[src/rtl/core/mlfq_pkg.sv]
// ----------------------------------------------------------------------------
// mlfq_pkg: shared types and constants of the feedback queue scheduler
// Command and status codes, level count and quantum reset values.
// ----------------------------------------------------------------------------
`default_nettype none
package mlfq_pkg;
    localparam int unsigned DefQueueDepth = 64;
    localparam int unsigned NumLevels     = 3;

    localparam logic [7:0] QuantumHighReset = 8'd2;
    localparam logic [7:0] QuantumMedReset  = 8'd4;
    localparam logic [7:0] QuantumLowReset  = 8'd8;

    typedef enum logic [1:0] {
        CFG_Q_HIGH = 2'd0,
        CFG_Q_MED  = 2'd1,
        CFG_Q_LOW  = 2'd2
    } t_cfg_idx;

    typedef enum logic {
        CMD_ADD = 1'b0,
        CMD_RUN = 1'b1
    } t_cmd;

    typedef enum logic [1:0] {
        ST_ADDED   = 2'd0,
        ST_RAN     = 2'd1,
        ST_IDLE    = 2'd2,
        ST_REFUSED = 2'd3
    } t_status;

    typedef enum logic [1:0] {
        BK_IDLE,
        BK_READ,
        BK_EXEC
    } t_bk_state;

    // Item passed from the front stage to the back stage.
    typedef struct packed {
        logic        cmd;
        logic [7:0]  pid;
        logic [15:0] dur;
    } t_cmd_item;

    // Result item.
    typedef struct packed {
        logic [1:0]  status;
        logic [7:0]  ran_id;
        logic [1:0]  level;
        logic [7:0]  slice_length;
        logic [15:0] time_left;
        logic        finished;
        logic [31:0] clock_now;
    } t_result;
endpackage
`default_nettype wire

[src/rtl/core/mlfq_front.sv]
// ----------------------------------------------------------------------------
// mlfq_front: input stage
// Registers one command item and hands it on to the back stage.
// ----------------------------------------------------------------------------
`default_nettype none
module mlfq_front
    import mlfq_pkg::*;
(
    input  wire logic        i_clk,
    input  wire logic        i_rst_n,
    input  wire logic        i_valid,
    output logic             o_ready,
    input  wire logic        i_command,
    input  wire logic [7:0]  i_process_id,
    input  wire logic [15:0] i_duration,
    output logic             o_cmd_valid,
    input  wire logic        i_cmd_ready,
    output t_cmd_item        o_cmd
);
    logic      r_valid;
    t_cmd_item r_item;

    assign o_ready     = !r_valid || i_cmd_ready;
    assign o_cmd_valid = r_valid;
    assign o_cmd       = r_item;

    always_ff @(posedge i_clk) begin
        if (!i_rst_n) begin
            r_valid <= 1'b0;
        end else if (o_ready) begin
            r_valid <= i_valid;
        end
    end

    always_ff @(posedge i_clk) begin
        if (o_ready && i_valid) begin
            r_item <= '{cmd: i_command, pid: i_process_id, dur: i_duration};
        end
    end
endmodule
`default_nettype wire

[config.mk]
export PLATFORM = sky130hd
export DESIGN_NAME = mlfq_front
export DESIGN_NICKNAME = d
export VERILOG_FILES = /design/src/rtl/core/mlfq_pkg.sv /design/src/rtl/core/mlfq_front.sv
export SDC_FILE = /design/constraint.sdc
export NUM_CORES = 1
export LEC_CHECK = 0
export ABC_AREA = 1
export BUFFER_PORTS_ARGS = -buffer_cell sky130_fd_sc_hd__buf_2
export CAP_MARGIN = 20
export CORE_MARGIN = 4
export CORE_UTILIZATION = 30
export DETAILED_ROUTE_END_ITERATION = 12
export GPL_TIMING_DRIVEN = 0
export PLACE_DENSITY = 0.7
export SKIP_CTS_REPAIR_TIMING = 1
export SYNTH_ARGS = -nofsm -noshare
export SYNTH_HDL_FRONTEND = slang
export SYNTH_SLANG_ARGS = --single-unit
[constraint.sdc]
create_clock -name i_clk -period 6.7 [get_ports i_clk]
set_clock_uncertainty 0.1 [all_clocks]
set_input_delay 0.335 -clock i_clk [delete_from_list [all_inputs] [get_ports i_clk]]
set_output_delay 0.335 -clock i_clk [all_outputs]
set_load 0.005 [all_outputs]
==> impl.org, run 1 <==
** Setup path
- STA classifies the critical path startpoint as a flip-flop.
- Critical path capture point :: o_cmd[16]
- Of all nets on the critical path, the largest fanout is 13.
- Slowest cell on the critical path :: sky130_fd_sc_hd__a21oi_2
- The worst setup path is captured at a flip-flop.
- For the worst setup path, the data arrival time is 1510 ps.
- Worst flop-to-flop path startpoint :: o_cmd_valid
- The worst setup path is of the reg -> reg kind.
- On the worst path, the slowest cell contributes a delay of ~580 ps.
- Reg2reg setup slack :: around 5000 ps
- Cell breakdown of the critical path :: a21oi_2 -> buf_8
- Worst setup path startpoint :: o_cmd_valid
- Register-to-Register Path Depth :: 2
- The endpoint identified for the worst register-to-register timing path is o_cmd[16].
- Data required, critical path :: 6640 ps

** CTS
- For the worst-skew pair, the clock arrives at the later sink with an insertion delay of just over 300 ps.
- TritonCTS clock tree :: built
- Cell chosen for the clock root :: sky130_fd_sc_hd__clkbuf_4
- Counting along the longest clock path gives a buffer depth of 2.
- Counting the buffers created by CTS gives 3.
- # H-tree levels :: 1
- The clock net in this run drives a total of 26 sinks.
- After clock tree synthesis, the clock-pin slew on the worst setup and hold paths is 130 ps.

** Synthesis
- Cell types occupying the most area after synthesis :: sky130_fd_sc_hd__edfxtp_1 (94%), sky130_fd_sc_hd__dfxtp_1 (2.5%), sky130_fd_sc_hd__a21oi_2 (1.1%)
- After synthesis, the share of flip-flops with an asynchronous set or reset is 0%.
- Synth top cells by count :: sky130_fd_sc_hd__edfxtp_1 (25), sky130_fd_sc_hd__inv_1 (2)
- The Yosys step of the flow raised 0 warnings.
- The number of nets handed over by synthesis was between 60 and 70.
- Proportion of netlist area held by the largest area contributor :: between 90% and 100%
- Number of unique standard cell types used by synthesis :: 7
- The synthesized netlist occupies a cell area of 802 um2.
- Among all cell types in the netlist, the one instantiated most often is sky130_fd_sc_hd__edfxtp_1.
- Sequential elements use 96.1% of the synthesized area.
- Among all flip-flop cells after synthesis, the most frequent one is sky130_fd_sc_hd__edfxtp_1.
- The synthesized design contains 26 register bits.
- A synthesized cell averages 25.1 um2.
- The synthesized design spends more area on one cell type than any other, namely sky130_fd_sc_hd__edfxtp_1.
- Synthesis produced a netlist whose cell count is 32.
- Number of synthesized flops with an enable pin :: 25

** Routing
- Once detail routing completed, the nets flagged for antenna violations numbered 0.
- After detailed routing, the average wire length per cell comes to 13.0 um.
- Number of detailed-route iterations in the first pass :: 3
- Number of design rule violations left after detail routing :: 0
- Final wirelength :: roughly 1600 um
- For this block, the via count after detailed routing is 524.
- For this block, the initial DRC count from the detailed router was 1.
- Vias/cell :: around 4.3

** Placed design
- Area after detailed placement :: roughly 0.0011 mm2
- Weighted congestion reported at the end of routability-driven placement :: about 0.63
- Once placement completed, the tool counted placed cells totaling roughly 120.
- The count of buffers added on input and output ports is between 50 and 60.

** Status
- Status :: complete, no violations

** Finish
- Number of inserted diodes :: 0
- Nets :: 122
- The post-route netlist has a little over two thirds of its cells at a drive strength greater than 1.
- Final std cell area, no fill :: 0.00117 mm2
- Final cell count without fillers :: around 120
- Area delta synth->final :: 45.9%

** GRT
- In this run the most used layer during global routing was met2.
- The number of antenna violations at the first check in global routing was 0.
- Maximum number of pins on one net before global-route repair :: 15
- Global-route congestion overflow total :: 0
- The via count of the first global-routing pass was 598.
- For this run, global-route usage on met2 was measured as between 10% and 20%.
- Fraction of met3 tracks used by global routing :: roughly 4.1%
- For this run, global-route usage on met1 was measured as about 11%.
- Global routing consumed, over all layers together, 10.0% of the routing resources.
- Global-route wire length before repair :: 2550 um

** Timing
- At the pin with the least slew margin, the transition time is 730 ps.
- The number of hold violations in the final report is 0.
- The total count of max-transition violations in the final report was 0.
- Rel. slew slack :: about half
- RSZ-0062 raised after global routing :: false
- The worst path needs roughly 1600 ps of the cycle, external delays included.
- Final setup violation count :: 0
- Of the available clock period, the critical path in the final layout requires around a quarter.
- Maximum clock frequency :: 0.640 GHz
- Sum of negative setup slack :: 0 ps

** Power
- Peak VDD IR :: approximately 0.00014 V
- Leakage power summed over all cells :: around 0.5 nW
- Power per standard cell area :: between 200 and 300 mW/mm2

** Job
- Across the run, the number of max-cap violations was 0.

** Floorplanning
- From bottom edge to top edge, the die measures approximately 60 um.
- During I/O placement, the number of pins put on the boundary was 56.
- Core area :: between 0.002 and 0.003 mm2
- The floorplan step defined a die boundary enclosing 0.00356 mm2.
- From left edge to right edge, the die measures between 50 and 60 um.
- Placement row count :: 18
- Starting Density :: 31.8%

** Min path
- Min-delay worst type :: in -> reg
logic make-up (layout without fill, tap and decap cells):
family	after synthesis	in the layout	share of synthesized area, %
AOI/OAI and AO/OA	2	2	1.72
and+or+nand+nor	1	1	0.781
DFF	26	26	96.1
buffers and inverters	3	63	1.40
final cells by class:
type	count	area (um2)
flip-flops and latches	26	771
repair buffers	56	290
clock buffers	4	36.3
multi-input cells	3	23.8
well taps	30	37.5
inverters	3	11.3
fillers	245	1350
layer usage:
metal,share of wire (%),up-vias
li1,-,239
met3,15,4
met1,34,239
met2,49,42
met5,0,-
met4,2.1,0
through the flow:
step	power (mW)	setup WS, ps	utilization, %	hold slack, ps
6_report	0.293	5140	46.4	83.6
4_1_cts	0.298	5110	46.4	67.4
5_1_grt	0.310	5020	46.4	48.4
3_5_place_dp	0.221	4980	44.9	413
2_1_floorplan	0.201	4550	-	334
3_3_place_gp	0.218	4110	44.2	370
registers in the layout, summed over array words and instances, names as in the netlist:
name	count
o_cmd	25
o_cmd_valid	1
placed cells by master, fill, tap and decap left out, drive strengths merged:
master	instances
edfxtp	25
dfxtp	1
clkbuf	4
nand2	1
a21oi	2
buf	56
inv	3
how the worst min path moves through the flow:
stage                          from          end  cells past startpoint
floorplan             i_duration[0]     o_cmd[0]                      0
global placement        o_cmd_valid  o_cmd_valid                      2
detailed placement        i_command    o_cmd[24]                      1
CTS                       i_command    o_cmd[24]                      1
global route        i_process_id[7]    o_cmd[23]                      1
finish                i_duration[6]     o_cmd[6]                      1
power by group:
| group | leakage, nW | internal (mW) | switching [mW] |
|---|---|---|---|
| Combinational | 0.243 | 0.0131 | 0.0116 |
| Clock | 0.0210 | 0.0332 | 0.0441 |
| Sequential | 0.250 | 0.189 | 0.00231 |
critical path, delay by kind of cell (launching register included):
| family | cells | cell delay, ps |
|---|---|---|
| AO/OA/AOI/OAI | 1 | 580 |
| buffers and inverters | 1 | 240 |
| flip-flops | 1 | 370 |
(Power assumes the default switching activity.)
==> run 2: changes to the inputs <==
--- a/config.mk
+++ b/config.mk
@@ -12,7 +12,7 @@
 export CORE_UTILIZATION = 30
 export DETAILED_ROUTE_END_ITERATION = 12
 export GPL_TIMING_DRIVEN = 0
-export PLACE_DENSITY = 0.7
+export PLACE_DENSITY = 0.72
 export SKIP_CTS_REPAIR_TIMING = 1
 export SYNTH_ARGS = -nofsm -noshare
 export SYNTH_HDL_FRONTEND = slang
==> constraint.sdc (replaced) <==
create_clock -name i_clk -period 1.4 [get_ports i_clk]
set_clock_uncertainty 0.1 [all_clocks]
set_input_delay 0.07 -clock i_clk [delete_from_list [all_inputs] [get_ports i_clk]]
set_output_delay 0.07 -clock i_clk [all_outputs]
set_load 0.005 [all_outputs]
==> run 2 against run 1 <==
  * Clock-buffer cell count unchanged
  * Cell count up 22%
  * Cell area up 23%
  * Via count up 18%
  * Setup slack worse by 5000 ps
  * Critical path depth up 2
  * Clock power rose to 4.0 times the previous value
  * Wire length up 35%
  * Sequential power rose to 4.8 times the previous value
  * Worst hold slack worse by 9.7 ps
  * Register-to-register slack worse by 5000 ps
  * Utilization up 11 points
  * Critical endpoint is now o_cmd[15]
==> impl.org, run 2 (same netlist as run 1, synthesis figures left out) <==
** Status
- The flow ran to the end, and the final reports show no timing, DRC or antenna violations.

** CTS
- Clock-pin slew was measured on the worst setup and hold paths at about 120 ps.
- TritonCTS built the clock tree.
- Maximum clock insertion buffer count :: 2
- Clock insertion delay at the later pin of the skew report :: roughly 300 ps
- Buffers inserted during clock tree synthesis total 3.
- Total number of clock tree sinks :: 26
- CTS built an H-tree with a depth of 1.
- Cell chosen for the clock root :: sky130_fd_sc_hd__clkbuf_4

** Floorplanning
- Die area :: about 0.0036 mm2
- 56 I/O pins were placed.
- For this configuration, the core starts out at a cell density of a little under a third.
- In this run the core area contains 18 standard-cell rows.
- The total area inside the core boundary comes to roughly 0.0025 mm2.
- In this run the horizontal extent of the chip is between 50 and 60 um.
- In this run the vertical extent of the chip is approximately 60 um.

** Timing
- Subtracting the final worst setup slack from the clock period gives 1290 ps.
- In the finished design, the share of the clock period the worst path needs comes to between 90 and 100%.
- Final Max Tran Viols :: 0
- Final WS setup :: approximately 110 ps
- Maximum clock frequency :: 0.777 GHz
- RSZ-0062 raised after global routing :: false
- Final setup violation count :: 0
- For the pin with the worst max-slew slack, the measured transition is around 430 ps.
- The number of hold violations in the final report came to 0.
- Rel. slew slack :: about 71%

** Setup path
- Worst flop-to-flop path startpoint :: o_cmd_valid
- The most critical setup path has its startpoint at i_cmd_ready.
- In this design, the stage delay of the slowest critical-path cell is roughly 520 ps.
- Sort of element at the start of the critical path :: input pin
- Counting both buffers and inverters, the worst setup path holds a total of 3.
- Max FO, Critical Path :: 13
- At the worst endpoint, the required time is roughly 1300 ps.
- The slowest stage of the critical path belongs to the cell sky130_fd_sc_hd__dlygate4sd3_1.
- Data arrives at the worst endpoint at about 1200 ps.
- By startpoint and endpoint, the worst setup path is classified as in -> reg.
- Cell breakdown of the critical path :: dlygate4sd3_1 -> buf_2 -> inv_2 -> a21oi_4
- CP top delay family :: buffers and inverters
- The worst setup path is captured at a flip-flop.

** Finish
- Area delta synth->final :: 79.4%
- Commonest non-fill, non-tap cells in the layout :: sky130_fd_sc_hd__buf_2 (55), sky130_fd_sc_hd__dlygate4sd3_1 (27), sky130_fd_sc_hd__edfxtp_1 (25)
- Fraction of final layout cells sized beyond drive strength 1 :: ~53%
- For this run, the share of the core covered by cells in the final layout is 57.0%.
- Nets :: about 150
- Number of inserted diodes :: 0
- Leaving out fill and tap cells, the most frequent cell in the layout is sky130_fd_sc_hd__buf_2.
- The register with the most flip-flops in the layout has 25 of them.

** Placed design
- Weighted congestion reported at the end of routability-driven placement :: roughly 0.65
- Count of buffers from port buffering :: 55
- Prior to clock tree synthesis, the placed netlist has a worst setup slack of -85.5 ps.

** Power
- Leakage power summed over all cells :: ~0.62 nW
- The design draws 1.41 mW.
- The worst-case IR drop observed on VDD is ~0.00075 V.
- Dividing total power by cell area gives a power density of slightly below 1000 mW/mm2.

** Routing
- Using the TritonRoute via totals, the vias-per-cell ratio works out to 4.16.
- DR vias :: between 600 and 700
- After detailed routing, the average wire length per cell comes to around 14 um.
- The first TritonRoute pass finished after 3 iterations.
- Once detail routing completed, the nets flagged for antenna violations numbered 0.
- Final wirelength :: about 2100 um
- The detailed router finished its first iteration with 12 violations.
- Number of design rule violations left after detail routing :: 0

** Min path
- Min-delay worst type :: in -> reg
- Worst min-delay path startpoint :: i_valid

** Job
- Max cap viols :: 0

** GRT
- Global-route congestion overflow total :: 0
- The number of antenna violations at the first check in global routing came to 0.
- Across every metal layer, demand over resource in global routing totals under 10%.
- Maximum number of pins on one net before global-route repair :: 26
- The via count of the first global-routing pass came to approximately 520.
- The first global-routing pass estimated about 2300 um of wire.
run 2: through the flow:
stage | area, um2 | setup TNS [ps] | hold slack (ps) | std cells
6_report | 1440 | 0 | 73.9 | 149
5_1_grt | 1440 | 0 | 66.3 | 149
4_1_cts | 1150 | -2230 | -190 | 121
3_5_place_dp | 1130 | -2120 | 148 | 117
3_3_place_gp | 1130 | -1030 | 146 | 117
2_1_floorplan | 813 | 0 | 68.9 | 32
run 2: where the power goes:
part	switching [mW]	internal, mW
Sequential	0.0143	0.905
Clock	0.201	0.111
Combinational	0.0718	0.110
Total	0.287	1.13
run 2: final cells by class:
class / instances / area [um2]
clock buffer: 4 / 26.3
fill: 206 / 1080
inverter: 3 / 11.3
multi-input combinational: 4 / 47.5
sequential: 26 / 771
tap: 30 / 37.5
timing repair buffer: 82 / 546
run 2: worst paths after layout:
kind                 endpoint  slack (ps)  cells past startpoint
setup / recovery    o_cmd[15]         110                      4
hold reg to reg   o_cmd_valid         530                      2
hold / removal    o_cmd_valid          70                      3
setup reg to reg    o_cmd[15]         150                      1
run 2: layer usage:
layer | global-route usage [%] | share of wire (%) | up-vias
li1 | - | - | 296
met5 | 0 | 0 | -
met3 | 5.40 | 14 | 2
met2 | 13.1 | 48 | 41
met4 | 6.65 | 0.65 | 0
met1 | 10.2 | 37 | 281
==> run 3: changes to the inputs <==
--- a/config.mk
+++ b/config.mk
@@ -5,9 +5,7 @@
 export SDC_FILE = /design/constraint.sdc
 export NUM_CORES = 1
 export LEC_CHECK = 0
-export ABC_AREA = 1
 export BUFFER_PORTS_ARGS = -buffer_cell sky130_fd_sc_hd__buf_2
-export CAP_MARGIN = 20
 export CORE_MARGIN = 4
 export CORE_UTILIZATION = 30
 export DETAILED_ROUTE_END_ITERATION = 12
==> run 3 against run 2 <==
  * Combinational power fell by 4%
  * Total power rose by 3.6%
  * Worst hold slack improved by 120 ps
  * Global-route usage fell by 0.091 points
  * Synthesized cell count fell by 6.3%
  * Utilization fell by 0.45 points
  * Cell count fell by 2.0%
  * Cell area fell by 0.78%
  * Clock-buffer cell count did not move
  * Flip-flop and latch count did not move
  * Critical path depth did not move
  * Wire length fell by 10%
  * Critical endpoint is now o_cmd_valid
  * Largest power group unchanged
  * Highest routed layer unchanged
==> impl.org, run 3 <==
** Status
- The flow ran to the end, and the final reports show no timing, DRC or antenna violations.

** Min path
- The startpoint identified for the worst hold timing path is i_valid.
- Worst Hold End :: o_cmd[15]
- Count of cells along the worst hold path :: 2
- Min-delay worst type :: in -> reg

** Finish
- Fill count :: 207
- In the layout the commonest cells are sky130_fd_sc_hd__buf_2 (55), sky130_fd_sc_hd__dlygate4sd3_1 (27), sky130_fd_sc_hd__edfxtp_1 (25).
- Flip-flop count of the largest register after layout :: 25
- Nets :: roughly 150
- Measured on the finished design, the core utilization comes to 56.6%.
- The repair_antennas step left the layout with diodes totalling 0.
- Fraction of final layout cells sized beyond drive strength 1 :: between 50% and 60%
- Leading cell type in the layout, fill and taps excluded :: sky130_fd_sc_hd__buf_2
- Relative to the synthesized area, the layout overhead comes to 76.6%.

** Setup path
- Category of the most critical setup path :: in -> reg
- The critical path contains buffers and inverters numbering 3 combined.
- In this run the critical register-to-register path is launched from o_cmd_valid.
- Critical Path Max Stage Delay :: 550 ps
- CP Capture Type :: flip-flop
- For the worst setup path, the data required time is about 1500 ps.
- Critical R2R Capture :: o_cmd_valid
- The slowest stage of the critical path belongs to the cell sky130_fd_sc_hd__dlygate4sd3_1.
- Max FO, Critical Path :: 1
- Crit path top cell by count :: sky130_fd_sc_hd__dlygate4sd3_1
- At the worst endpoint, the arrival time is 1420 ps.
- STA classifies the critical path startpoint as an input pin.
- The kind of cell with the highest combined delay along the critical path is buffers and inverters.
- Reg2reg setup slack :: ~120 ps
- Register-to-Register Path Depth :: 3
- Walking the worst path, the cells encountered are dlygate4sd3_1 -> buf_2 -> a21boi_2 -> dlygate4sd3_1.

** CTS
- Number of buffers created by CTS :: 3
- Clock insertion delay at the later pin of the skew report :: between 300 and 400 ps
- The clock net in this run drives a total of 26 sinks.
- TritonCTS built the clock tree.
- CTS built an H-tree with a depth of 1.
- Reg clk slew, reported paths :: around 140 ps
- CTS placed an instance of sky130_fd_sc_hd__clkbuf_4 at the clock tree root.
- In this run the deepest clock path goes through 2 buffers.

** Routing
- After detailed routing, the number of vias per cell comes to about 4.1.
- The first routing iteration left 10 violations.
- Dividing the detail-routed wire length by the instance count gives roughly 13 um.
- Number of design rule violations left after detail routing :: 0
- The routed design has roughly 1900 um of wire.
- Antenna-violating nets left :: 0
- For this block, the via count after detailed routing is 600.
- Number of detailed-route iterations in the first pass :: 3

** Floorplanning
- The floorplan has 18 rows.
- The floorplan step defined a die boundary enclosing 0.00359 mm2.
- Once the floorplan was initialized, standard cells occupied roughly 32% of the core.
- The die is 59.9 um tall.
- 56 I/O pins were placed.
- Die width :: 59.9 um
- After floorplanning, the core was sized to cover 0.00252 mm2.

** Synthesis
- Of the post-synthesis cell area, the dominant cell type holds roughly 93%.
- Syn Inst Count :: 30
- The Yosys step of the flow raised 0 warnings.
- Share of the yosys chip area belonging to registers :: 95.4%
- In this run the mean area of a mapped cell was 26.9 um2.
- Cell types occupying the most area after synthesis :: sky130_fd_sc_hd__edfxtp_1 (93%), sky130_fd_sc_hd__dfxtp_1 (2.5%), sky130_fd_sc_hd__nand2b_4 (1.7%)
- For this run, asynchronously set or reset flops after synthesis account for 0%.
- Number of synthesized flops with an enable pin :: 25
- Cell taking the most area after synthesis :: sky130_fd_sc_hd__edfxtp_1
- Yosys mapped the design onto 6 distinct sky130hd cell types.
- Total nets after synthesis :: slightly below 60
- Most common cell in the netlist :: sky130_fd_sc_hd__edfxtp_1
- Number of flip-flops and latches in the synthesized netlist :: 26
- Mapped cell area :: ~810 um2
- Most used DFF post-synth :: sky130_fd_sc_hd__edfxtp_1

** Timing
- Final Max Tran Viols :: 0
- Setup violations remaining at the end of the flow were counted as 0.
- Counting I/O delays and the setup requirement, the final critical path takes about 1300 ps.
- Final worst path period share :: around 93%
- Setup repair after global routing left no endpoint under its margin.
- Hold violation count in the final report :: 0
- Rel. slew slack :: 78.5%
- Slew @ Worst Pin :: approximately 320 ps
- Sum of negative setup slack :: 0 ps
- Derived from the worst setup path, the maximum achievable clock frequency is 0.770 GHz.

** GRT
- For this run the aggregate overflow at the end of global routing stands at 0.
- Across every metal layer, demand over resource in global routing totals a little under a tenth.
- Maximum number of pins on one net before global-route repair :: 26
- Number of antenna violations at the first check in global routing :: 0
- The first global-routing pass estimated around 2300 um of wire.
- Vias in the first global route :: between 500 and 600

** Power
- Leakage power summed over all cells :: a little over 0.6 nW
- Power per standard cell area :: 1030 mW/mm2
- Peak VDD IR :: roughly 0.00077 V

** Placed design
- At the end of routability-driven placement, the weighted congestion stood at 0.641.
- Count of buffers from port buffering :: 55

** Job
- Max cap viols :: 0
[run 3: cell count changes after synthesis, sizes merged]
cell    change
and2        +1
a21oi       -2
inv         -2
a21boi      +1
nand2b      +1
nand2       -1
[run 3: logic make-up after synthesis]
family / Yosys count / share of synthesized area (%)
DFF: 26 / 95.4
and+or+nand+nor: 2 / 2.79
AOI/OAI and AO/OA: 1 / 1.39
buffers and inverters: 1 / 0.464
[run 3: where the power goes]
part / leakage, nW / total, mW / internal, mW / switching (mW)
combinational: 0.351 / 0.174 / 0.111 / 0.0632
clock: 0.0210 / 0.374 / 0.159 / 0.215
sequential: 0.250 / 0.916 / 0.905 / 0.0109
[run 3: layout make-up]
cell class	instances	area (um2)	share of cell area, %
sequential	26	771	54.0
tap	30	37.5	2.63
timing repair buffer	82	546	38.2
multi-input combinational	3	33.8	2.37
clock buffer	4	36.3	2.54
inverter	1	3.75	0.263
[run 3: worst max-delay path by stage]
stage                     start           to  depth (start not counted)
floorplan           o_cmd_valid     o_cmd[0]                          2
global placement    o_cmd_valid    o_cmd[17]                          2
detailed placement  o_cmd_valid    o_cmd[12]                          2
CTS                 o_cmd_valid    o_cmd[14]                          2
global route        o_cmd_valid  o_cmd_valid                          3
finish                  i_rst_n  o_cmd_valid                          4
[run 3: per-stage QoR]
| stage | worst slack [ps] | hold slack, ps | power, mW | instance area [um2] | instances |
|---|---|---|---|---|---|
| after floorplan | 267 | 68.9 | 0.964 | 808 | 30 |
| after global placement | 221 | 146 | 1.05 | 1120 | 115 |
| after global routing | 81.9 | 182 | 1.54 | 1430 | 146 |
| final | 101 | 190 | 1.46 | 1430 | 146 |
| after CTS | 176 | -193 | 1.42 | 1160 | 119 |
| after detailed placement | 196 | 148 | 1.05 | 1120 | 115 |
[run 3: layer usage]
layer	up-vias	wire length, um	track usage [%]
li1	289	-	-
met1	269	741	10.2
met2	40	876	13.1
met3	2	287	4.97
met4	0	15	6.65
met5	-	0	0
